## src/design/value_noise_fbm_texel_core_macros.svh

```systemverilog
// assertion macros for the value noise texel core
// used by the top level only, no other dependencies
`ifndef VALUE_NOISE_FBM_TEXEL_CORE_MACROS_SVH
`define VALUE_NOISE_FBM_TEXEL_CORE_MACROS_SVH

// same-cycle implication, ignored while in reset
`define VNF_ASSERT_IMPLY(label, clk, rst, ante, cons) \
  label: assert property (@(posedge clk) disable iff (rst) (ante) |-> (cons)) \
    else $error("implication failed");

// next-cycle implication, also checked across reset
`define VNF_ASSERT_NEXT(label, clk, ante, cons) \
  label: assert property (@(posedge clk) (ante) |=> (cons)) \
    else $error("next-cycle check failed");

`endif

```

## src/design/vnf_pkg.sv

```systemverilog
// shared types, constants and helpers for the value noise texel core
// no dependencies
`default_nettype none
package vnf_pkg;

  localparam int unsigned TEX_SIDE        = 1024;
  localparam int unsigned MAX_OCTAVES_DEF = 8;
  localparam int unsigned PW              = 26;   // lattice position, Q10.16
  localparam int unsigned VW              = 17;   // octave sum, up to one in Q.16

  localparam logic [31:0] HASH_KX = 32'd374761393;
  localparam logic [31:0] HASH_KY = 32'd668265263;
  localparam logic [31:0] MIX_C1  = 32'h7feb352d;
  localparam logic [31:0] MIX_C2  = 32'h846ca68b;

  localparam logic [3:0] OCT_RESET   = 4'd5;
  localparam logic [15:0] SCALE_RESET = 16'd2621;

  typedef enum logic [3:0] {
    REG_OCTAVE_COUNT = 4'd0,
    REG_COORD_SCALE  = 4'd1
  } reg_index_t;

  // word handed from stage to stage between the modules
  typedef struct packed {
    logic [PW-1:0] px;
    logic [PW-1:0] py;
    logic [3:0]    n;
    logic [VW-1:0] v;
  } vnf_word_t;

  localparam int unsigned WRAP_SH    = 21;
  localparam int unsigned WRAP_RECIP = ((2 ** WRAP_SH) + TEX_SIDE - 1) / TEX_SIDE;

  // coordinate modulo the texture side, reciprocal multiply plus one correction
  function automatic logic [9:0] wrap_coord(input logic [9:0] c);
    logic [31:0] q;
    logic [31:0] r;
    q = (32'(c) * 32'(WRAP_RECIP)) >> WRAP_SH;
    r = 32'(c) - q * 32'(TEX_SIDE);
    if (r >= 32'(TEX_SIDE)) begin
      r = r - 32'(TEX_SIDE);
    end
    if (TEX_SIDE >= 1024) begin
      r = 32'(c);
    end
    return r[9:0];
  endfunction

endpackage
`default_nettype wire

```

## src/design/vnf_back.sv

```systemverilog
// output stage: clamp to one, scale to a byte with rounding, output register
// depends on vnf_pkg
`default_nettype none
module vnf_back (
  input  wire logic          clk,
  input  wire logic          rst,
  input  wire logic          up_valid,
  output logic               up_ready,
  input  vnf_pkg::vnf_word_t up_word,
  output logic               out_valid,
  input  wire logic          out_ready,
  output logic [7:0]         gray_level
);
  import vnf_pkg::*;

  logic [VW-1:0] vc;
  logic [24:0]   scaled;

  assign up_ready = !out_valid || out_ready;

  always_comb begin
    vc     = (up_word.v > VW'(65536)) ? VW'(65536) : up_word.v;
    scaled = 25'(vc) * 25'(255) + 25'(32768);
  end

  always_ff @(posedge clk) begin
    if (rst) begin
      out_valid <= 1'b0;
    end else if (up_ready) begin
      out_valid <= up_valid;
    end
  end

  always_ff @(posedge clk) begin
    if (up_ready) begin
      gray_level <= scaled[23:16];
    end
  end

endmodule
`default_nettype wire

```

## config.mk

```make
export PLATFORM = sky130hd
export DESIGN_NAME = vnf_back
export DESIGN_NICKNAME = d
export VERILOG_FILES = /design/src/design/value_noise_fbm_texel_core_macros.svh /design/src/design/vnf_pkg.sv /design/src/design/vnf_back.sv
export SDC_FILE = /design/constraint.sdc
export NUM_CORES = 1
export LEC_CHECK = 0
export BUFFER_PORTS_ARGS = -buffer_cell sky130_fd_sc_hd__buf_2
export CELL_PAD_IN_SITES_DETAIL_PLACEMENT = 1
export CELL_PAD_IN_SITES_GLOBAL_PLACEMENT = 1
export CORE_MARGIN = 10
export CORE_UTILIZATION = 38
export DETAILED_ROUTE_END_ITERATION = 12
export GPL_TIMING_DRIVEN = 0
export PLACE_DENSITY_LB_ADDON = 0.1
export SLEW_MARGIN = 20
export SYNTH_ARGS = -nofsm -noshare
export SYNTH_HDL_FRONTEND = slang
export SYNTH_SLANG_ARGS = --single-unit
```

## constraint.sdc

```tcl
create_clock -name clk -period 7.2 [get_ports clk]
set_clock_uncertainty 0.15 [all_clocks]
set_input_delay 1.8 -clock clk [delete_from_list [all_inputs] [get_ports clk]]
set_output_delay 1.8 -clock clk [all_outputs]
set_load 0.02 [all_outputs]
```

# Word-level counts from Yosys, hierarchy flattened
# Cells that the tools add are included.
[totals] regBits=9 in_bits=77 output_inout_bits=10 word_cells=8
[classes] addsub=1 n_mul=1 n_lt_le_gt_ge=1 muxes=1 n_reduce_logical=2
[ops] op="$add 24x16->24 const B" n=1
[ops] op="$mul 17x8->24 const B" n=1
[ops] op="$gt 17x17->1 const B" n=1
[ops] op="$mux 17" n=1
[ops] op="$logic_not 1->1" n=1
[ops] op="$logic_or 1x1->1" n=1

# Longest topological paths before layout
# Gate-level depths: netlist of the first run.
[logic_depth] ltp_word=4 depth_mapped=21 depth_no_buf=20

# Least setup slack after synthesis of the first run
# No wires, ideal clock.
[synth_timing] kind="input port to flip-flop" start="input port up_word[14] (netlist name)" end="register gray_level[3], data pin" setup_time_ps=180 arrival_ps=6532 t_required_ps=6870 slack_ps=338 path_stages=18 path_cell_list="nor4_1 nand4_1 nand2_1 nand2_1 fa_1 inv_1 fa_1 fa_1 inv_1 fa_1 inv_1 ha_1 a21o_1 a221o_1 a21oi_2 nor4_2 or4b_1 o311ai_1"
[synth_via] elab_chain_cells=4
[synth_rtl] item="from (decl)" line="vnf_back.sv:9" text="input vnf_pkg::vnf_word_t up_word,"
[synth_rtl] item="$gt 17x17->1" line="vnf_back.sv:22" text="vc = (up_word.v > VW'(65536)) ? VW'(65536) : up_word.v;"
[synth_rtl] item="$mux 17 *" line="vnf_back.sv:22"
[synth_rtl] item="$mul 17x8->24 *" line="vnf_back.sv:23" text="scaled = 25'(vc) * 25'(255) + 25'(32768);"
[synth_rtl] item="$add 24x16->24 *" line="vnf_back.sv:23"
[synth_rtl] item="net scaled[19]" line="vnf_back.sv:17" text="logic [24:0] scaled;"
[synth_rtl] item="to (signal assigned)" line="vnf_back.sv:36" text="gray_level <= scaled[23:16];"
[synth_rtl] item="to (decl)" line="vnf_back.sv:12" text="output logic [7:0] gray_level"
# Mark *: on every way through the listed nets, which the timed path passes. The rest lies on a longest branch.
# A chain may end at the register's enable or synchronous reset.

# Worst setup path in the final report of the first run
[layout_timing] start="input port up_word[11] (netlist name)" end="register gray_level[3], data pin"
# Same word-level chain as after synthesis.

==> results by group, run 1 <==
Pwr
  • Worst IR Drop VDD: 0.000207 V
  • Total Power: 1.33 mW
  • Power density cells: 326 mW/mm^2
  • P_leak: 2.23 nW

Timing
  • Max-slew headroom: 57.5%
  • Worst slew pin tran: 0.632 ns
  • Tcrit/Tclk final: 96.9%
  • Max Clock Freq: 143 MHz
  • Final hold slack: 0.625 ns
  • Hold Fails Final Rpt: 0
  • Setup-failing EPs final: 0
  • Post-layout min period: 6.97 ns
  • Max-slew violations: 0
  • Worst setup margin: 0.226 ns

Setup path
  • CP Max Fanout: 5
  • Worst path max stage delay: 0.58 ns
  • Worst setup SP type: primary input
  • Reg2Reg Setup Slack: 6.09 ns
  • Cell Chain, Critical Path: buf_2 -> nor4_4 -> nand4_1 -> nand2_4 -> nand2_8 -> fa_2 -> inv_1 -> fa_1 -> fa_1 -> inv_1 -> fa_1 -> inv_1 -> ha_1 -> a21o_1 -> a221o_1 -> a21oi_2 -> nor4_4 -> or4b_1 -> o311ai_1
  • Critical setup path kind: primary input to flip-flop
  • Req. time, crit path: 7.10 ns
  • Slowest stage cell, crit path: fa_2
  • CP startpoint: up_word[11]
  • Reg2reg start: out_valid
  • Reg2Reg Capture Point: gray_level[6]
  • Reg2reg path depth: 1
  • Crit path capture type: flip-flop
  • Worst EP arrival: 6.87 ns

Layout
  • Fin cells: 528
  • Nets: 619
  • Commonest non-fill, non-tap cell in the layout: inv_1
  • Area Growth Syn to Fin: 15.8%
  • Antenna cells: 0
  • Commonest cells after routing, fill and taps aside: inv_1, fa_1, ha_1, buf_2, nand2_1
  • Core Util, Final: 44.6%
  • Share of cells above drive strength 1: 18.7%
  • Fillers: 1058

Clock network
  • Clk Latency, worst-skew pair: 0.23 ns
  • Clock Sinks: 9
  • Htree depth: 1
  • Clock transition at path regs: 0.04 ns
  • Clock root cell: clkbuf_8
  • Total CTS buffers: 3
  • Cts hold-fix bufs: 0
  • CTS tree: built
  • Clock buffer depth: 2

Min path
  • Hold Path Depth: 2
  • Hold Crit Start: out_valid
  • Hold path endpoint: out_valid
  • Hold crit path type: flip-flop to flip-flop

Floorplan
  • Core Box Area: 0.00911 mm^2
  • Initial Util: 38.5%
  • Die X: 116 um
  • I/O pin total: 87
  • Die ar.: 0.0135 mm^2
  • Die Ht: 116 um
  • # rows: 35

Global route
  • Pin count of the biggest net entering global routing: 11
  • Gr usage total: 12.5%
  • Initial antenna violation count: 0
  • First-pass GRT wire length: 13600 um
  • Vias in the first global route: 2888
  • Total congestion overflow: 0

Placed design
  • Number of buffers added on ports: 30
  • Dpl ws: -0.874 ns
  • HPWL Detailed: 7320 um
  • Gp weighted congestion: 0.800
  • Cell count after placement: 516

Synth
  • Mapped cell area: 0.00351 mm^2
  • Area share of the leading cell type in the synthesized netlist: 41.1%
  • Synth Register Bits: 9
  • Syn Nets: 576
  • Mean Syn Cell Area: 9.36 um^2
  • Leading area contributor after synthesis: fa_1
  • Ys async rst share: 0%
  • Synth unique cells: 41
  • Post-synth top flop: edfxtp_1
  • EDFF count, synth: 8
  • Syn. warnings: 0
  • Sequential fraction of the synthesis area: 7.41%
  • Top post-synthesis cells by area: fa_1, ha_1, inv_1, edfxtp_1, nand2_1
  • Post-Synthesis Cells: 375

Drt
  • Post-DRT Antenna Nets: 0
  • Routed vias: 2523
  • DR pass1 iterations: 4
  • WL per Instance: 14.9 um
  • Post-Route WL: 7870 um
  • Drt via density: 4.78
  • Residual DRC count: 0
  • Starting DRT DRC Count: 75

Status
  • Status: finished clean

Flow run
  • Max Cap Viol: 0
where the power goes:
part	switching [mW]	leakage, nW	internal (mW)
clock network	0.0175	0.0228	0.0384
registers	0.00520	0.0911	0.112
logic	0.664	2.12	0.490
total	0.687	2.23	0.640
flip-flops by register name, indices dropped and copies added (netlist names):
signal,cells
gray_level,8
out_valid,1
cell usage after synthesis (all sizes together), types with 2 or more instances:
cell type	number
edfxtp	8
nand2b	3
nor2	2
and2	3
nand4	2
or2	3
nor4	6
inv	134
a21oi	11
xnor2	7
or3	2
fa	72
nand2	21
clkbuf	5
xor2	2
o21bai	2
ha	52
o31ai	2
nor3	3
a21o	5
a211oi	4
o21ai	6
and3	2
nand3	4
stage by stage:
stage	area [um^2]	TNS, ns
final	4070	0
after global routing	4070	-0.0486
after CTS	3880	0
after detailed placement	3800	-5.04
after global placement	3800	-4.65
after floorplan	3510	0
final cells by class:
class / instances / area [um^2] / area share [%]
flip-flops and latches: 9 / 260 / 6.40
inverters: 134 / 505 / 12.4
plain buffers: 3 / 11.3 / 0.277
multi-input cells: 228 / 2890 / 71.0
clock buffers: 4 / 45.0 / 1.11
well taps: 111 / 139 / 3.42
repair buffers: 39 / 218 / 5.35
worst max-delay path: cells and delay by family:
kind	cells	cell delay [ns]
buffers and inverters	4	0.27
and+or+nand+nor	6	1.57
adders and majority gates	5	2.40
AOI/OAI and AO/OA	4	0.82
metal layers:
| metal | track usage, % | up-vias | wire (um) |
|---|---|---|---|
| li1 | - | 1224 | - |
| met1 | 15.0 | 1281 | 3270 |
| met2 | 24.6 | 18 | 4420 |
| met3 | 1.23 | 0 | 178 |
| met4 | 0.250 | 0 | 0 |
| met5 | 0 | - | 0 |
how the worst max path moves through the flow:
stage | to | slack (ns) | cells after the start
2_1_floorplan | gray_level[3] | 0.34 | 18
3_3_place_gp | gray_level[7] | -0.88 | 19
3_5_place_dp | gray_level[7] | -0.87 | 19
4_1_cts | gray_level[7] | 0.01 | 19
5_1_grt | gray_level[7] | -0.02 | 19
6_report | gray_level[3] | 0.23 | 19
logic make-up after synthesis:
logic type / synth area share (%)
buffers and inverters: 14.9
adders and majority gates: 59.6
and+or+nand+nor: 8.05
AOI/OAI and AO/OA: 7.56
xor gates and xnor gates: 2.25
DFF: 7.41
muxes: 0.285
timing repair:
action / CTS / global route
cloned: 0 / 1
gates resized for setup: 6 / 35
hold endpoints to repair: 0 / 0
setup buffers: 1 / 8
pin swaps: 1 / 15
endpoints found under the setup margin: 8 / 7
(Power assumes the default switching activity.)
==> inputs of run 2 (changes only) <==
--- a/config.mk
+++ b/config.mk
@@ -8,11 +8,11 @@
 export BUFFER_PORTS_ARGS = -buffer_cell sky130_fd_sc_hd__buf_2
 export CELL_PAD_IN_SITES_DETAIL_PLACEMENT = 1
 export CELL_PAD_IN_SITES_GLOBAL_PLACEMENT = 1
-export CORE_MARGIN = 10
 export CORE_UTILIZATION = 38
 export DETAILED_ROUTE_END_ITERATION = 12
 export GPL_TIMING_DRIVEN = 0
 export PLACE_DENSITY_LB_ADDON = 0.1
+export REMOVE_ABC_BUFFERS = 1
 export SLEW_MARGIN = 20
 export SYNTH_ARGS = -nofsm -noshare
 export SYNTH_HDL_FRONTEND = slang
==> results by group, run 2 (synthesis gave the netlist of run 1 again) <==
Clock network
  • Clock transition at path regs: 0.04 ns (about the same)
  • Clock Sinks: 9 (unchanged)
  • Total CTS buffers: 3 (unchanged)
  • Clock root cell: clkbuf_8
  • CTS tree: built
  • Clock buffer depth: 2 (unchanged)
  • Clk Latency, worst-skew pair: 0.23 ns (about the same)
  • Htree depth: 1 (unchanged)

Pwr
  • Switching Share: 52.6% (+0.85 points)
  • P_leak: 2.21 nW (-1.2%)
  • Clock power frac: 4.4% (+0.2 points)
  • Portion of total power attributed to combinational logic: 86.4% (-0.6 points)
  • Worst IR Drop VDD: 0.000240 V (+16%)
  • Power density cells: 326 mW/mm^2 (about the same)
  • Psw: 0.679 mW (-1.1%)
  • Internal power: 0.612 mW (-4.4%)
  • Share of total power in sequential cells: 9.2% (+0.4 points)

Setup path
  • Worst Setup EP: gray_level[3]
  • Reg2reg start: out_valid
  • Req. time, crit path: 7.09 ns (about the same)
  • CP Max Fanout: 6 (+1)
  • CP startpoint: up_word[1]
  • Worst setup SP type: primary input
  • Reg2Reg Setup Slack: 6.08 ns (about the same)
  • Reg2reg path depth: 1 (unchanged)
  • Crit path capture type: flip-flop
  • Reg2Reg Capture Point: gray_level[5]
  • Critical setup path kind: primary input to flip-flop
  • Worst EP arrival: 6.87 ns (about the same)

Drt
  • Post-Route WL: 7500 um (-4.7%)
  • Residual DRC count: 1 (+1)
  • DR pass1 iterations: 9 (+5)
  • Drt via density: 4.78 (about the same)
  • Starting DRT DRC Count: 48 (-36%)
  • Post-DRT Antenna Nets: 0 (unchanged)
  • WL per Instance: 14.5 um (-2.5%)
  • Routed vias: 2465 (-2.3%)

Timing
  • Worst slew pin tran: 0.654 ns (+0.0222 ns)
  • Max Clock Freq: 143 MHz (about the same)
  • Max-slew violations: 0 (unchanged)
  • Hold Fails Final Rpt: 0 (unchanged)
  • Max-slew headroom: 56.0% (-1.5 points)
  • Setup-failing EPs final: 0 (unchanged)
  • Post-layout min period: 6.98 ns (+0.00193 ns)
  • Tcrit/Tclk final: 96.9% (about the same)
  • Setup TNS: 0 ns (unchanged)

Status
  • Status: complete, but fails checks
  • Failing checks: design-rule violations

Floorplan
  • Die X: 98.1 um (-16%)
  • Initial Util: 39.7% (+1.1 points)
  • # rows: 34 (-2.9%)
  • Die ar.: 0.00963 mm^2 (-29%)
  • I/O pin total: 87 (unchanged)
  • Core Box Area: 0.00885 mm^2 (-2.9%)
  • Die Ht: 98.1 um (-16%)

Layout
  • Storage element area: 260 um^2 (unchanged)
  • Share of cells above drive strength 1: 14.2% (-4.5 points)
  • Largest register by flop count: gray_level
  • Max reg flops: 8 (unchanged)
  • Multi-input logic area: 0.00282 mm^2 (-2.2%)
  • Core Util, Final: 44.8% (+0.11 points)
  • Antenna cells: 0 (unchanged)
  • Commonest cells after routing, fill and taps aside: inv_1, fa_1, ha_1, buf_2, nand2_1
  • Largest registers: gray_level (8), out_valid (1)
  • Fillers: 1043 (-1.4%)
  • Nets: 610 (-1.5%)
  • Commonest non-fill, non-tap cell in the layout: inv_1
  • Area Growth Syn to Fin: 12.8%

Placed design
  • Number of buffers added on ports: 30 (unchanged)
  • HPWL Detailed: 7010 um (-4.2%)
  • Gp weighted congestion: 0.825 (+3.0%)

Flow run
  • Max Cap Viol: 0 (unchanged)

Global route
  • First-pass GRT wire length: 13200 um (-3.0%)
  • Pin count of the biggest net entering global routing: 12 (+1)
  • Initial antenna violation count: 0 (unchanged)
  • Vias in the first global route: 2714 (-6.0%)
  • Gr usage total: 17.2% (+4.7 points)
  • Total congestion overflow: 0 (unchanged)

Min path
  • Hold crit path type: flip-flop to flip-flop
-- run 2: cell count changes in the layout (fill, tap and decap cells not counted), sizes merged --
cell and change:
buf -5, clkbuf -3, nand2 -1
-- run 2: per-layer routing --
metal | share of wire, % | track usage (%)
met3 | 0.63 | 0.429
met5 | 0 | 0
met4 | 1.6 | 3.38
met2 | 50 | 29.5
met1 | 47 | 24.6
-- run 2: timing repair --
| action | in CTS | in global routing |
|---|---|---|
| buffers inserted | 1 | 3 |
| hold buffers | 0 | 0 |
| hold endpoints to repair | 0 | 0 |
| gates resized for setup | 7 | 14 |
| pin swaps | 2 | 6 |
| setup endpoints to repair | 6 | 7 |
-- run 2: layout make-up --
cell class / count / share of cell area (%)
clock buffers: 4 / 1.14
well taps: 108 / 3.41
flip-flops and latches: 9 / 6.57
multi-input cells: 227 / 71.3
inverters: 134 / 12.7
repair buffers: 34 / 4.87
-- run 2: metrics by stage --
stage | hold slack [ns] | total power [mW] | std cells | cell area (um^2) | setup WS [ns]
floorplan | 0.772 | 0.934 | 370 | 3490 | 0.338
global placement | 0.606 | 1.19 | 508 | 3780 | -0.690
detailed placement | 0.634 | 1.20 | 508 | 3780 | -0.744
CTS | 0.632 | 1.29 | 513 | 3860 | 0.0161
global route | 0.704 | 1.48 | 516 | 3960 | -0.0114
finish | 0.626 | 1.29 | 516 | 3960 | 0.224
-- run 2: worst max-delay path, stage by stage --
cell,delay [ns]
buf_2,0.16
nor4_2,0.27
nand4_1,0.20
nand2_4,0.19
nand2_2,0.13
fa_2,0.59
inv_1,0.06
fa_1,0.50
fa_1,0.55
inv_1,0.06
fa_1,0.54
inv_1,0.04
ha_1,0.30
a21o_1,0.16
a221o_1,0.40
a21oi_2,0.21
nor4_4,0.10
or4b_1,0.50
o311ai_1,0.10
-- run 2: worst min-delay path by stage --
stage	from	cells past startpoint	to
after CTS	out_valid	2	out_valid
after global placement	out_valid	2	out_valid
final	out_valid	2	out_valid
after detailed placement	out_valid	2	out_valid
after global routing	out_valid	2	out_valid
after floorplan	out_valid	2	out_valid
-- run 2: power by group through the flow --
stage               registers (mW)  clock network (mW)  logic (mW)
floorplan                    0.151                   0       0.782
global placement             0.120                   0        1.07
detailed placement           0.119                   0        1.09
CTS                          0.119              0.0586        1.11
global route                 0.121              0.0608        1.30
finish                       0.119              0.0569        1.12
