<file path="config.mk">
export PLATFORM = sky130hd
export DESIGN_NAME = vnf_front
export DESIGN_NICKNAME = d
export VERILOG_FILES = /design/src/design/value_noise_fbm_texel_core_macros.svh /design/src/design/vnf_pkg.sv /design/src/design/vnf_front.sv
export SDC_FILE = /design/constraint.sdc
export NUM_CORES = 1
export LEC_CHECK = 0
export ABC_AREA = 1
export BUFFER_PORTS_ARGS = -buffer_cell sky130_fd_sc_hd__buf_2
export CAP_MARGIN = 15
export CORE_ASPECT_RATIO = 0.9
export CORE_MARGIN = 2
export CORE_UTILIZATION = 68
export DETAILED_ROUTE_END_ITERATION = 7
export GPL_TIMING_DRIVEN = 0
export PLACE_DENSITY = 0.88
export SLEW_MARGIN = 20
export SYNTH_ARGS = -nofsm -noshare
export SYNTH_HDL_FRONTEND = slang
export SYNTH_SLANG_ARGS = --single-unit
</file>
<file path="constraint.sdc">
create_clock -name clk -period 7.7 [get_ports clk]
set_input_delay 0.77 -clock clk [delete_from_list [all_inputs] [get_ports clk]]
set_output_delay 0.77 -clock clk [all_outputs]
set_load 0.05 [all_outputs]
</file>
<file path="src/design/value_noise_fbm_texel_core_macros.svh">
// assertion macros for the value noise texel core
// used by the top level only, no other dependencies
`ifndef VALUE_NOISE_FBM_TEXEL_CORE_MACROS_SVH
`define VALUE_NOISE_FBM_TEXEL_CORE_MACROS_SVH

// same-cycle implication, ignored while in reset
`define VNF_ASSERT_IMPLY(label, clk, rst, ante, cons) \
  label: assert property (@(posedge clk) disable iff (rst) (ante) |-> (cons)) \
    else $error("implication failed");

// next-cycle implication, also checked across reset
`define VNF_ASSERT_NEXT(label, clk, ante, cons) \
  label: assert property (@(posedge clk) (ante) |=> (cons)) \
    else $error("next-cycle check failed");

`endif

</file>
<file path="src/design/vnf_pkg.sv">
// shared types, constants and helpers for the value noise texel core
// no dependencies
`default_nettype none
package vnf_pkg;

  localparam int unsigned TEX_SIDE        = 1024;
  localparam int unsigned MAX_OCTAVES_DEF = 8;
  localparam int unsigned PW              = 26;   // lattice position, Q10.16
  localparam int unsigned VW              = 17;   // octave sum, up to one in Q.16

  localparam logic [31:0] HASH_KX = 32'd374761393;
  localparam logic [31:0] HASH_KY = 32'd668265263;
  localparam logic [31:0] MIX_C1  = 32'h7feb352d;
  localparam logic [31:0] MIX_C2  = 32'h846ca68b;

  localparam logic [3:0] OCT_RESET   = 4'd5;
  localparam logic [15:0] SCALE_RESET = 16'd2621;

  typedef enum logic [3:0] {
    REG_OCTAVE_COUNT = 4'd0,
    REG_COORD_SCALE  = 4'd1
  } reg_index_t;

  // word handed from stage to stage between the modules
  typedef struct packed {
    logic [PW-1:0] px;
    logic [PW-1:0] py;
    logic [3:0]    n;
    logic [VW-1:0] v;
  } vnf_word_t;

  localparam int unsigned WRAP_SH    = 21;
  localparam int unsigned WRAP_RECIP = ((2 ** WRAP_SH) + TEX_SIDE - 1) / TEX_SIDE;

  // coordinate modulo the texture side, reciprocal multiply plus one correction
  function automatic logic [9:0] wrap_coord(input logic [9:0] c);
    logic [31:0] q;
    logic [31:0] r;
    q = (32'(c) * 32'(WRAP_RECIP)) >> WRAP_SH;
    r = 32'(c) - q * 32'(TEX_SIDE);
    if (r >= 32'(TEX_SIDE)) begin
      r = r - 32'(TEX_SIDE);
    end
    if (TEX_SIDE >= 1024) begin
      r = 32'(c);
    end
    return r[9:0];
  endfunction

endpackage
`default_nettype wire

</file>
<file path="src/design/vnf_front.sv">
// input stage: coordinate wrap, scale multiply and octave clamp
// depends on vnf_pkg
`default_nettype none
module vnf_front #(
  parameter int unsigned MAX_OCTAVES = vnf_pkg::MAX_OCTAVES_DEF
) (
  input  wire logic             clk,
  input  wire logic             rst,
  input  wire logic             up_valid,
  output logic                  up_ready,
  input  wire logic [9:0]       x_coord,
  input  wire logic [9:0]       y_coord,
  input  wire logic [3:0]       octave_count,
  input  wire logic [15:0]      coord_scale,
  output logic                  dn_valid,
  input  wire logic             dn_ready,
  output vnf_pkg::vnf_word_t    dn_word
);
  import vnf_pkg::*;

  logic vld;

  assign up_ready = !vld || dn_ready;
  assign dn_valid = vld;

  always_ff @(posedge clk) begin
    if (rst) begin
      vld <= 1'b0;
    end else if (up_ready) begin
      vld <= up_valid;
    end
  end

  always_ff @(posedge clk) begin
    if (up_ready) begin
      dn_word.px <= PW'(wrap_coord(x_coord)) * PW'(coord_scale);
      dn_word.py <= PW'(wrap_coord(y_coord)) * PW'(coord_scale);
      dn_word.n  <= (octave_count > 4'(MAX_OCTAVES)) ? 4'(MAX_OCTAVES) : octave_count;
      dn_word.v  <= '0;
    end
  end

endmodule
`default_nettype wire

</file>
* Yosys cells after proc, flatten, opt, wreduce, memory -nomap -nowiden
Cells that the tools add are included.
** Word-level totals
- Register bits after elaboration :: 57
- Output and inout bits :: 75
- Logic and storage cells :: 11
** Operators by class
- $mul :: 2
- Order comparisons :: 1
- Mux-type cells :: 2
- Reduce and logical (&&, ||, !) cells :: 2
** Operators with widths (count)
- 10-bit by 16-bit multiplier with 26-bit output :: 2
- 10-bit 2-to-1 mux :: 2
- 4-bit greater-than comparator, second input constant :: 1
- 1-bit logical NOT :: 1
- 1-bit logical OR :: 1

* Logic depth before layout (Yosys ltp)
Gate-level depths: netlist (run 1).
- Word-level depth :: 4
- Mapped depth :: 24
- Depth with buffers taken out :: 22

* Worst setup path after synthesis (run 1)
Ideal clock, no wire load.
- Kind :: input port to flip-flop
- Start :: input port x_coord[1]
- End :: register dn_word[64] in the netlist's numbering (data pin)
- Arrival :: 5.046 ns
- Path slack :: 2.395 ns
- Cell stages on the path :: 21
- Path buffers :: 2
- Path through :: clkbuf_1 -> clkbuf_1 -> nand2_1 -> fa_1 -> inv_1 -> fa_1 -> inv_1 -> fa_1 -> inv_1 -> fa_1 -> inv_1 -> fa_1 -> inv_1 -> ha_1 -> nand2_1 -> inv_1 -> a21oi_1 -> nand2_2 -> nand2_1 -> nand2_1 -> xor2_1
** On the way
- Cells in the longest elaborated chain, start to end :: 2
** Ends and longest elaborated chain
- start, declared :: RTL line vnf_front.sv:11 : input wire logic [9:0] x_coord,
- 10-bit 2-to-1 mux :: RTL line vnf_front.sv:35 : if (up_ready) begin
- 10-bit by 16-bit multiplier with 26-bit output :: RTL line vnf_front.sv:36 : dn_word.px <= PW'(wrap_coord(x_coord)) * PW'(coord_scale);
- end, declared :: RTL line vnf_front.sv:17 : output vnf_pkg::vnf_word_t dn_word
No other way between the ends. The select of a mux whose other input is x is not followed.
A chain may end at the register's enable or synchronous reset.

* Worst setup path in the final report (run 1)
- Start :: input port x_coord[1]
- End :: register dn_word[67] in the netlist's numbering (data pin)
The elaborated chain is that of the path after synthesis.

==> flow_summary_export.csv, run 1 <==
group,metric,value,unit
outcome,outcome,"finished clean",
setup_path,path_max_fanout,10,
floorplan,dieArea,21060,sq um
hold_path,hold_path.startpoint,"rst",
final_layout,drive_gt1_share,5.491,%
drt,via_per_inst,5.253,
synthesis,ys_seq_area_share,12.56,%
sta,fmax,175.2,MHz
clocking,post_cts_buffers,0,
sta,setup_viol,0,
synthesis,ys_ff_latch,57,
global_route,grt_pass1_wl,55.87,mm
sta,tightest_slew,0.8691,ns
drt,dr_total_vias,11646,
setup_path,worst-endpoint-arrival,5.77,ns
clocking,clock_latency,0.32,ns
clocking,root_buffer,"clkbuf_16",
setup_path,regToRegSetupSlack,6.44,ns
sta,fin_ws,1.991,ns
sta,final.period_utilization,74.14,%
global_route,grt_max_degree,59,
floorplan,dieHeight,137.9,um
setup_path,critPathKind,"in -> reg",
floorplan,rows,48,
setup_path,r2r-end,"dn_word[52]",
drt,dr.first_iter.drc_count,930,
drt,wl_per_cell,15.18,um
hold_path,hold_end,"dn_valid",
synthesis,synth.distinct_cells,22,
setup_path,worstPathRequired,7.76,ns
floorplan,die_w,152.8,um
setup_path,r2r-start,"dn_valid",
power_and_ir_drop,p_leak,9.268,nW
global_route,grt_usage,33.80,%
power_and_ir_drop,peakVddDrop,414.4,uV
final_layout,regArea,1702,sq um
final_layout,nets,2349,
final_layout,final_common_cell,"nand2_1",
final_layout,fill_cells,1482,
setup_path,rr_worst_depth,1,
clocking,tritoncts,"built",
placement,port_buffers,65,
global_route,grt_pass1_vias,12283,
setup_path,crit_path_end_kind,"flip-flop",
placement,gp_congestion,0.9792,
synthesis,netlist_area,13540,sq um
sta,slew_headroom,42.06,%
final_layout,n_antenna_cell,0,
run,drv_cap,0,
final_layout,syn_to_final_growth,7.243,%
drt,ant_nets,0,
sta,rsz0062_at_grt,"false",
final_layout,multi_input_area,9422,sq um
global_route,antenna_found_initial,0,
floorplan,io_pins,119,
placement,dp_slack,1.727,ns
clocking,numCtsBuffers,9,
hold_path,hp-class,"in -> reg",
placement,dp_hpwl,28.01,mm
clocking,clk_pin_slew,0.05,ns
power_and_ir_drop,powerDensity,440.3,nW/um^2
synthesis,postSynthCellCount,1871,
clocking,ctsResizeCount,0,
hold_path,worstHoldPathCells,2,
sta,skew,0.006779,ns
synthesis,synth.avg_cell_area,7.239,sq um
synthesis,yosys_warnings,0,
clocking,hold_buffers,0,
sta,final_hold_viol_count,0,
clocking,clockBufferDepth,2,
global_route,grt-ovfl-total,0,
floorplan,initial_core_util,70.04,%
drt,postRouteWirelength,33.66,mm
clocking,htree_levels,3,
clocking,numClockSinks,57,
final_layout,mostFrequentLayoutCells,"640 x nand2_1, 556 x inv_1, 220 x fa_1",
sta,min_period,5.709,ns
setup_path,worstSetupStartpointType,"primary input",
sta,maxSlewViolCount,0,
floorplan,core_area,19340,sq um
sta,setup_tns,0,ns
drt,drc,0,
drt,firstDrtPassIters,7,
final_layout,postLayoutCoreUtil,75.11,%
[registers in the layout, indices dropped and copies added, names as in the netlist]
register  cells
dn_valid      1
dn_word      56
[cell type report]
| type | count | area share [%] |
|---|---|---|
| Multi-Input combinational cell | 1184 | 64.86 |
| Inverter | 556 | 14.37 |
| Sequential cell | 57 | 11.72 |
| Buffer | 90 | 2.765 |
| Timing Repair Buffer | 65 | 2.240 |
| Tap cell | 250 | 2.153 |
| Clock buffer | 9 | 1.551 |
| Clock inverter | 6 | 0.3446 |
[Yosys cell counts, drive strengths merged]
master	instances	area, sq um
nor2	59	249.0
nand3	45	225.2
xnor2	5	43.79
a21boi	1	7.510
fa	220	4404
xor2	23	201.4
edfxtp	56	1682
clkbuf	73	274.0
nand3b	4	30.03
nor3	3	15.01
or2	1	6.260
buf	17	127.6
ha	122	1526
inv	556	2087
dfxtp	1	20.02
conb	1	3.750
and2	3	18.77
nand4	10	62.56
nand2	644	2425
a21oi	27	135.1
[cell families after synthesis]
logic type / Yosys count / share of synthesized area, %
DFF: 57 / 12.56
and+or+nand+nor: 769 / 22.38
other: 1 / 0.02769
adders and majority gates: 342 / 43.79
xor gates and xnor gates: 28 / 1.811
buffers and inverters: 646 / 18.37
AOI/OAI and AO/OA: 28 / 1.053
[per-stage QoR]
stage	total power [mW]	area (sq um)	hold slack, ns	std cells
floorplan	4.695	13600	0.8391	1887
global placement	5.835	14240	0.9233	2202
detailed placement	5.953	14250	0.9280	2202
CTS	6.379	14530	0.5947	2217
global route	7.098	14530	0.5883	2217
finish	6.395	14530	0.6025	2217
[layer usage]
| metal | part of all wire, % | track usage (%) | vias to the layer above |
|---|---|---|---|
| met5 | 0 | 0 | - |
| met4 | 6.3 | 20.47 | 0 |
| met3 | 8.1 | 5.875 | 165 |
| met2 | 51 | 61.39 | 570 |
| met1 | 35 | 37.74 | 5470 |
| li1 | - | - | 5441 |
[critical path: stages]
cell and delay [ns]:
clkbuf_1 0.30, clkbuf_1 0.45, nand2_1 0.19, fa_1 0.61, inv_1 0.07, fa_1 0.51, inv_1 0.06, fa_1 0.53
inv_1 0.06, fa_1 0.48, inv_1 0.05, fa_1 0.47, inv_1 0.04, ha_1 0.34, nand2_1 0.12, nor2_2 0.22
nand3_1 0.11, nand3_1 0.13, nand2_1 0.10, nand3_1 0.08, nand2_1 0.08
[power by group]
part | switching [mW] | internal (mW)
clock network | 0.127 | 0.243
logic | 3.56 | 1.76
registers | 0.0323 | 0.671
total | 3.72 | 2.67
[worst max-delay path by stage]
stage,start,endpoint,slack [ns],cells after the start
after CTS,x_coord[2],dn_word[68],2.05,19
after detailed placement,x_coord[1],dn_word[67],1.73,21
after global placement,x_coord[1],dn_word[67],1.88,21
after global routing,x_coord[1],dn_word[67],1.75,21
after floorplan,x_coord[1],dn_word[64],2.39,21
final,x_coord[1],dn_word[67],1.99,21
(Power assumes the default switching activity.)
==> run 2: changes to the inputs <==
CORE_UTILIZATION = 63   (was 68)
PLACE_DENSITY = 0.83   (was 0.88)
clock period = 5.5 ns   (was 7.7 ns; I/O delays follow)
==> run 2 against run 1 <==
Final area increased by 0.61%. Hold slack worse by 0.23 ns. Clock-buffer cell count up 1. Global-route usage decreased by 2.1 points. Non-clock buffer count stayed put. Via count down 1.6%. Clock power up 55%. Sequential cell count is the same. Largest cell class unchanged.
==> flow_summary_export.csv, run 2 (same netlist as run 1, synthesis figures left out) <==
group,metric,value,unit
floorplan,dieHeight,143.1,um
placement,gp_congestion,0.9380,
final_layout,mostFrequentLayoutCells,"640 x nand2_1, 556 x inv_1, 220 x fa_1",
clocking,numClockSinks,57,
setup_path,worst-endpoint-arrival,5.35,ns
final_layout,n_antenna_cell,0,
clocking,clock_latency,0.33,ns
floorplan,core_area,20960,sq um
floorplan,initial_core_util,64.63,%
setup_path,path_max_fanout,10,
drt,wl_per_cell,14.81,um
floorplan,dieArea,22690,sq um
drt,dr.first_iter.drc_count,836,
setup_path,cp_num_buf_inv,7,
setup_path,worstSetupStartpointType,"primary input",
sta,tightest_slew,0.8879,ns
sta,maxSlewViolCount,0,
power_and_ir_drop,powerDensity,612.0,nW/um^2
placement,dp_hpwl,27.45,mm
setup_path,critPathMaxStageDelay,0.55,ns
final_layout,final_common_cell,"nand2_1",
power_and_ir_drop,p_leak,9.322,nW
floorplan,rows,50,
sta,min_period,5.279,ns
power_and_ir_drop,power,8.944,mW
power_and_ir_drop,swShare,57.76,%
final_layout,syn_to_final_growth,7.898,%
floorplan,io_pins,119,
sta,rsz0062_at_grt,"true",
sta,setup_viol,0,
clocking,htree_levels,3,
setup_path,worstPathRequired,5.58,ns
clocking,hold_buffers,0,
drt,drc,0,
global_route,antenna_found_initial,0,
sta,final_hold_viol_count,0,
final_layout,top_register,"dn_word",
sta,fmax,189.4,MHz
final_layout,finalNonFillerCells,2253,
clocking,post_cts_buffers,0,
power_and_ir_drop,clkPwrFrac,6.4,%
power_and_ir_drop,seq_power_share,11.0,%
setup_path,cp_top_family,"adder cells",
power_and_ir_drop,p_int,3.778,mW
sta,final.period_utilization,95.98,%
drt,ant_nets,0,
clocking,root_buffer,"clkbuf_16",
run,drv_cap,0,
global_route,grt_usage,31.66,%
setup_path,critPathKind,"in -> reg",
clocking,clockBufferDepth,2,
setup_path,crit_path_end_kind,"flip-flop",
global_route,grt_pass1_vias,11917,
setup_path,slowest_stage,"fa_1",
sta,skew,0.004490,ns
clocking,tritoncts,"built",
power_and_ir_drop,p_comb_share,82.6,%
placement,port_buffers,65,
power_and_ir_drop,peakVddDrop,519.1,uV
drt,firstDrtPassIters,6,
placement,place_area,14300,sq um
sta,slew_headroom,40.80,%
clocking,numCtsBuffers,9,
global_route,grt_max_degree,59,
drt,via_per_inst,5.089,
final_layout,drive_gt1_share,6.253,%
placement,dp.cells,2238,
placement,dp_slack,-0.2205,ns
global_route,grt-ovfl-total,0,
global_route,grt_pass1_wl,55.14,mm
setup_path,crit_chain,"clkbuf_1, clkbuf_2, nand2_1, fa_1, inv_1, fa_1, inv_1, fa_1, inv_1, fa_1, inv_1, fa_1, inv_1, ha_1, nand2_1, nor2_2, nand3_1, nand3_1, nand2_1, nand3_1, nand2_1",
drt,postRouteWirelength,33.37,mm
clocking,clk_pin_slew,0.05,ns
drt,dr_total_vias,11465,
outcome,outcome,"finished clean",
hold_path,hp-class,"in -> reg",
sta,fin_ws,0.2209,ns
final_layout,nets,2349,
final_layout,largest_reg_flops,56,
final_layout,stdcell_area,14610,sq um
floorplan,die_w,158.6,um
power_and_ir_drop,power.switching,5.166,mW
==> run 2: cell types whose count changed in the layout (fill, tap and decap cells not counted), sizes merged <==
cell    previous run  this run
bufinv             1         2
clkbuf            82        83
clkinv             5         3
==> run 2: what timing repair did <==
action / 4_1_cts / 5_1_grt
endpoints found under the hold margin: 0 / 0
endpoints found under the setup margin: 0 / 31
resized for setup: 0 / 31
==> run 2: power groups by stage <==
stage / clock, mW / combinational, mW / sequential [mW]
floorplan: 0 / 4.93 / 1.64
global placement: 0 / 7.23 / 0.985
detailed placement: 0 / 7.35 / 0.985
CTS: 0.580 / 7.42 / 0.982
global route: 0.598 / 8.40 / 1.00
finish: 0.573 / 7.39 / 0.980
==> run 2: layout make-up <==
cell class | count | area, sq um
fillers | 1741 | 6344
inverters | 556 | 2087
plain buffers | 90 | 420.4
repair buffers | 65 | 325.3
clock buffers | 10 | 229.0
multi-input cells | 1184 | 9422
flip-flops and latches | 57 | 1702
well taps | 286 | 357.8
clock inverters | 5 | 71.32
==> run 2: through the flow <==
step	hold WS (ns)	util (%)	TNS, ns
5_1_grt	0.3707	69.73	-0.03561
3_3_place_gp	0.7036	68.17	-3.012
3_5_place_dp	0.7089	68.21	-3.758
4_1_cts	0.3684	69.64	0
2_1_floorplan	0.6191	-	0
6_report	0.3739	69.73	0
==> run 2: path summary, 6_finish.rpt <==
kind / start / endpoint / slack (ns) / cells after the start
min: rst / dn_valid / 0.37 / 2
max reg2reg: dn_valid / dn_word[49] / 4.22 / 1
max: y_coord[2] / dn_word[40] / 0.22 / 21
min reg2reg: dn_valid / dn_valid / 1.05 / 2
==> run 2: routing by layer <==
| metal | global-route usage, % | up-vias | share of wire [%] | wire, um |
|---|---|---|---|---|
| li1 | - | 5446 | - | - |
| met1 | 34.93 | 5390 | 36 | 12180 |
| met2 | 57.30 | 478 | 51 | 17100 |
| met3 | 7.011 | 151 | 7.1 | 2367 |
| met4 | 15.74 | 0 | 5.1 | 1717 |
| met5 | 0 | - | 0 | 0 |
==> run 3: changes to the inputs <==
--- a/config.mk
+++ b/config.mk
@@ -6,5 +6,5 @@
 export NUM_CORES = 1
 export LEC_CHECK = 0
-export ABC_AREA = 1
+export ABC_AREA = 0
 export BUFFER_PORTS_ARGS = -buffer_cell sky130_fd_sc_hd__buf_2
 export CAP_MARGIN = 15
==> constraint.sdc (replaced) <==
create_clock -name clk -period 5.5 [get_ports clk]
set_input_delay 1.1 -clock clk [delete_from_list [all_inputs] [get_ports clk]]
set_output_delay 1.1 -clock clk [all_outputs]
set_load 0.05 [all_outputs]
==> run 3 against run 2 <==
The flow now finishes with violations (setup timing). Synthesized cell count down 30%. Register-to-register slack worse by 0.11 ns. Synthesized area down 9.6%. Global-route usage up 0.64 points. Maximum frequency down 8.4%. Hold slack better by 0.53 ns. Sequential cell count unchanged. Final cell count down 23%.
==> flow_summary_export.csv, run 3 <==
group,metric,value,unit
outcome,outcome,"complete, but fails checks",
outcome,violations,"setup timing",
synthesis,synthArstFlopShare,0,%
floorplan,die_w,150.9,um
sta,maxSlewViolCount,0,
synthesis,ys_seq_area_share,13.90,%
sta,tightest_slew,0.8575,ns
synthesis,synth_area_leaders,"fa_1 36%, edfxtp_1 14%, ha_1 12%",
setup_path,path_max_fanout,8,
floorplan,dieArea,20560,sq um
global_route,antenna_found_initial,1,
synthesis,synth_ff_type,"edfxtp_1",
clocking,htree_levels,3,
drt,wl_per_cell,19.46,um
placement,dp_hpwl,22.52,mm
synthesis,ys_ff_latch,57,
drt,via_per_inst,5.806,
final_layout,stdcell_area,15370,sq um
synthesis,synth.most_common_cell,"inv_1",
floorplan,core_area,19100,sq um
floorplan,io_pins,119,
clocking,clk_pin_slew,0.05,ns
synthesis,synth-edff-count,56,
synthesis,synthAdderAreaFrac,48.46,%
setup_path,r2r-end,"dn_word[58]",
synthesis,synth_top_family_by_area,"adder cells",
placement,gp_congestion,0.8802,
placement,port_buffers,85,
drt,dr_total_vias,10109,
drt,drc,0,
sta,final.period_utilization,104.8,%
setup_path,worstSetupStartpointType,"primary input",
setup_path,critPathKind,"in -> reg",
placement,dp_slack,-0.8038,ns
setup_path,worst-endpoint-arrival,5.87,ns
drt,ant_nets,0,
floorplan,rows,48,
sta,fin_ws,-0.2653,ns
clocking,root_buffer,"clkbuf_16",
setup_path,startpoint,"x_coord[4]",
final_layout,nets,1872,
synthesis,synth.distinct_cells,50,
placement,dp.cells,1652,
final_layout,syn_to_final_growth,25.59,%
synthesis,synth-xor-area-share,3.006,%
sta,skew,0.006539,ns
synthesis,netlist_area,12240,sq um
sta,slew_headroom,42.83,%
final_layout,regArea,1702,sq um
global_route,grt-ovfl-total,0,
hold_path,worstHoldPathCells,2,
final_layout,finalNonFillerCells,1741,
clocking,clockBufferDepth,2,
run,drv_cap,0,
synthesis,synth-compound-area-share,7.749,%
final_layout,fill_cells,1098,
synthesis,synth-simple-area-share,16.42,%
synthesis,ys_top_cells_by_count,"245 x inv_1, 220 x fa_1, 179 x nand2_1",
final_layout,mostFrequentLayoutCells,"229 x inv_1, 210 x fa_1, 162 x nand2_1",
synthesis,muxShareOfSynthArea,0,%
global_route,grt_usage,32.30,%
drt,firstDrtPassIters,6,
synthesis,synth.avg_cell_area,9.408,sq um
sta,final_hold_viol_count,0,
hold_path,hold_path.startpoint,"rst",
final_layout,multi_input_area,10110,sq um
sta,min_period,5.765,ns
sta,fmax,173.5,MHz
clocking,numClockSinks,57,
placement,place_area,13470,sq um
final_layout,top_register,"dn_word",
floorplan,dieHeight,136.2,um
clocking,hold_buffers,0,
sta,rsz0062_at_grt,"true",
final_layout,drive_gt1_share,26.38,%
final_layout,final_common_cell,"inv_1",
hold_path,hp-class,"in -> reg",
setup_path,rr_worst_depth,1,
global_route,grt_max_degree,59,
setup_path,r2r-start,"dn_valid",
final_layout,postLayoutCoreUtil,80.48,%
hold_path,hold_end,"dn_valid",
global_route,grt_pass1_vias,10677,
synthesis,yosys.area.top_type,"fa_1",
sta,setup_viol,12,
floorplan,initial_core_util,64.09,%
setup_path,worstPathRequired,5.61,ns
synthesis,synth_top_area_share,35.98,%
clocking,numCtsBuffers,9,
drt,postRouteWirelength,33.87,mm
setup_path,regToRegSetupSlack,4.11,ns
final_layout,largest_reg_flops,56,
clocking,clock_latency,0.36,ns
drt,dr.first_iter.drc_count,803,
synthesis,yosys_warnings,0,
setup_path,crit_path_end_kind,"flip-flop",
clocking,tritoncts,"built",
global_route,grt_pass1_wl,50.94,mm
synthesis,postSynthCellCount,1301,
-- run 3: cell types whose count changed after synthesis, sizes merged, moves of 8 or more --
cell,previous run,this run
a21o,0,18
a21oi,27,36
and2,3,162
clkbuf,73,60
inv,556,245
nand2,644,179
nand3,45,7
nor2,59,23
nor2b,0,8
o21ai,0,24
o21bai,0,11
xnor2,5,26
-- run 3: cell families (layout without fill, tap and decap cells) --
| kind of cell | count (synthesis) | in the layout |
|---|---|---|
| other | 1 | 18 |
| AND/OR/NAND/NOR | 405 | 405 |
| adder cells (fa/ha/maj) | 342 | 342 |
| AO/OA/AOI/OAI | 131 | 131 |
| XOR/XNOR | 42 | 42 |
| buffers and inverters | 323 | 496 |
| flip-flops | 57 | 57 |
-- run 3: per-layer routing --
layer  up-vias  wire length (um)  share of wire (%)  GRT usage, %
li1       4360                 -                  -             -
met1      5071             12440                 37         40.89
met2       556             16780                 50         54.34
met3       122              3341                9.9         6.745
met4         0              1309                3.9         13.19
met5         -                 0                  0             0
-- run 3: worst max-delay path: stages --
cell and delay (ns):
buf_12 0.12, buf_8 0.13, and2_1 0.15, fa_1 0.57
fa_1 0.68, fa_1 0.46, fa_1 0.52, inv_1 0.07
fa_1 0.48, inv_1 0.05, ha_2 0.34, a21oi_2 0.17
o21bai_1 0.11, a21oi_2 0.23, o21ai_2 0.11, a311oi_2 0.31
o21ai_1 0.12, xor2_1 0.15
-- run 3: metrics by stage --
stage,hold slack [ns],setup TNS (ns)
2_1_floorplan,1.169,-0.6577
3_3_place_gp,1.260,-14.37
3_5_place_dp,1.148,-16.42
4_1_cts,0.9090,-0.1609
5_1_grt,0.9210,-3.686
6_report,0.9042,-1.423
-- run 3: repair_timing --
item / 4_1_cts / 5_1_grt
setup buffers: 51 / 25
gates resized for setup: 147 / 139
setup endpoints to repair: 25 / 26
hold endpoints to repair: 0 / 0
cloned: 4 / 0
pin swaps: 64 / 60
-- run 3: how the worst max path moves through the flow --
stage / endpoint / slack, ns / cells past startpoint
after floorplan: dn_word[66] / -0.18 / 19
after global placement: dn_word[44] / -0.81 / 18
after detailed placement: dn_word[70] / -0.80 / 20
after CTS: dn_word[71] / -0.07 / 18
after global routing: dn_word[70] / -0.32 / 18
final: dn_word[70] / -0.27 / 18
-- run 3: layout make-up --
cell class	count	share of cell area, %
Clock inverter	4	0.2930
Tap cell	250	2.035
Inverter	245	5.983
Buffer	73	5.047
Multi-Input combinational cell	937	65.79
Sequential cell	57	11.07
Clock buffer	11	1.514
Antenna cell	1	0.01628
Timing Repair Buffer	163	8.254
Power of run 3 is left out: the tool's default activity adds up to more than one toggle a clock period on the data nets, which glitch-free logic cannot reach.
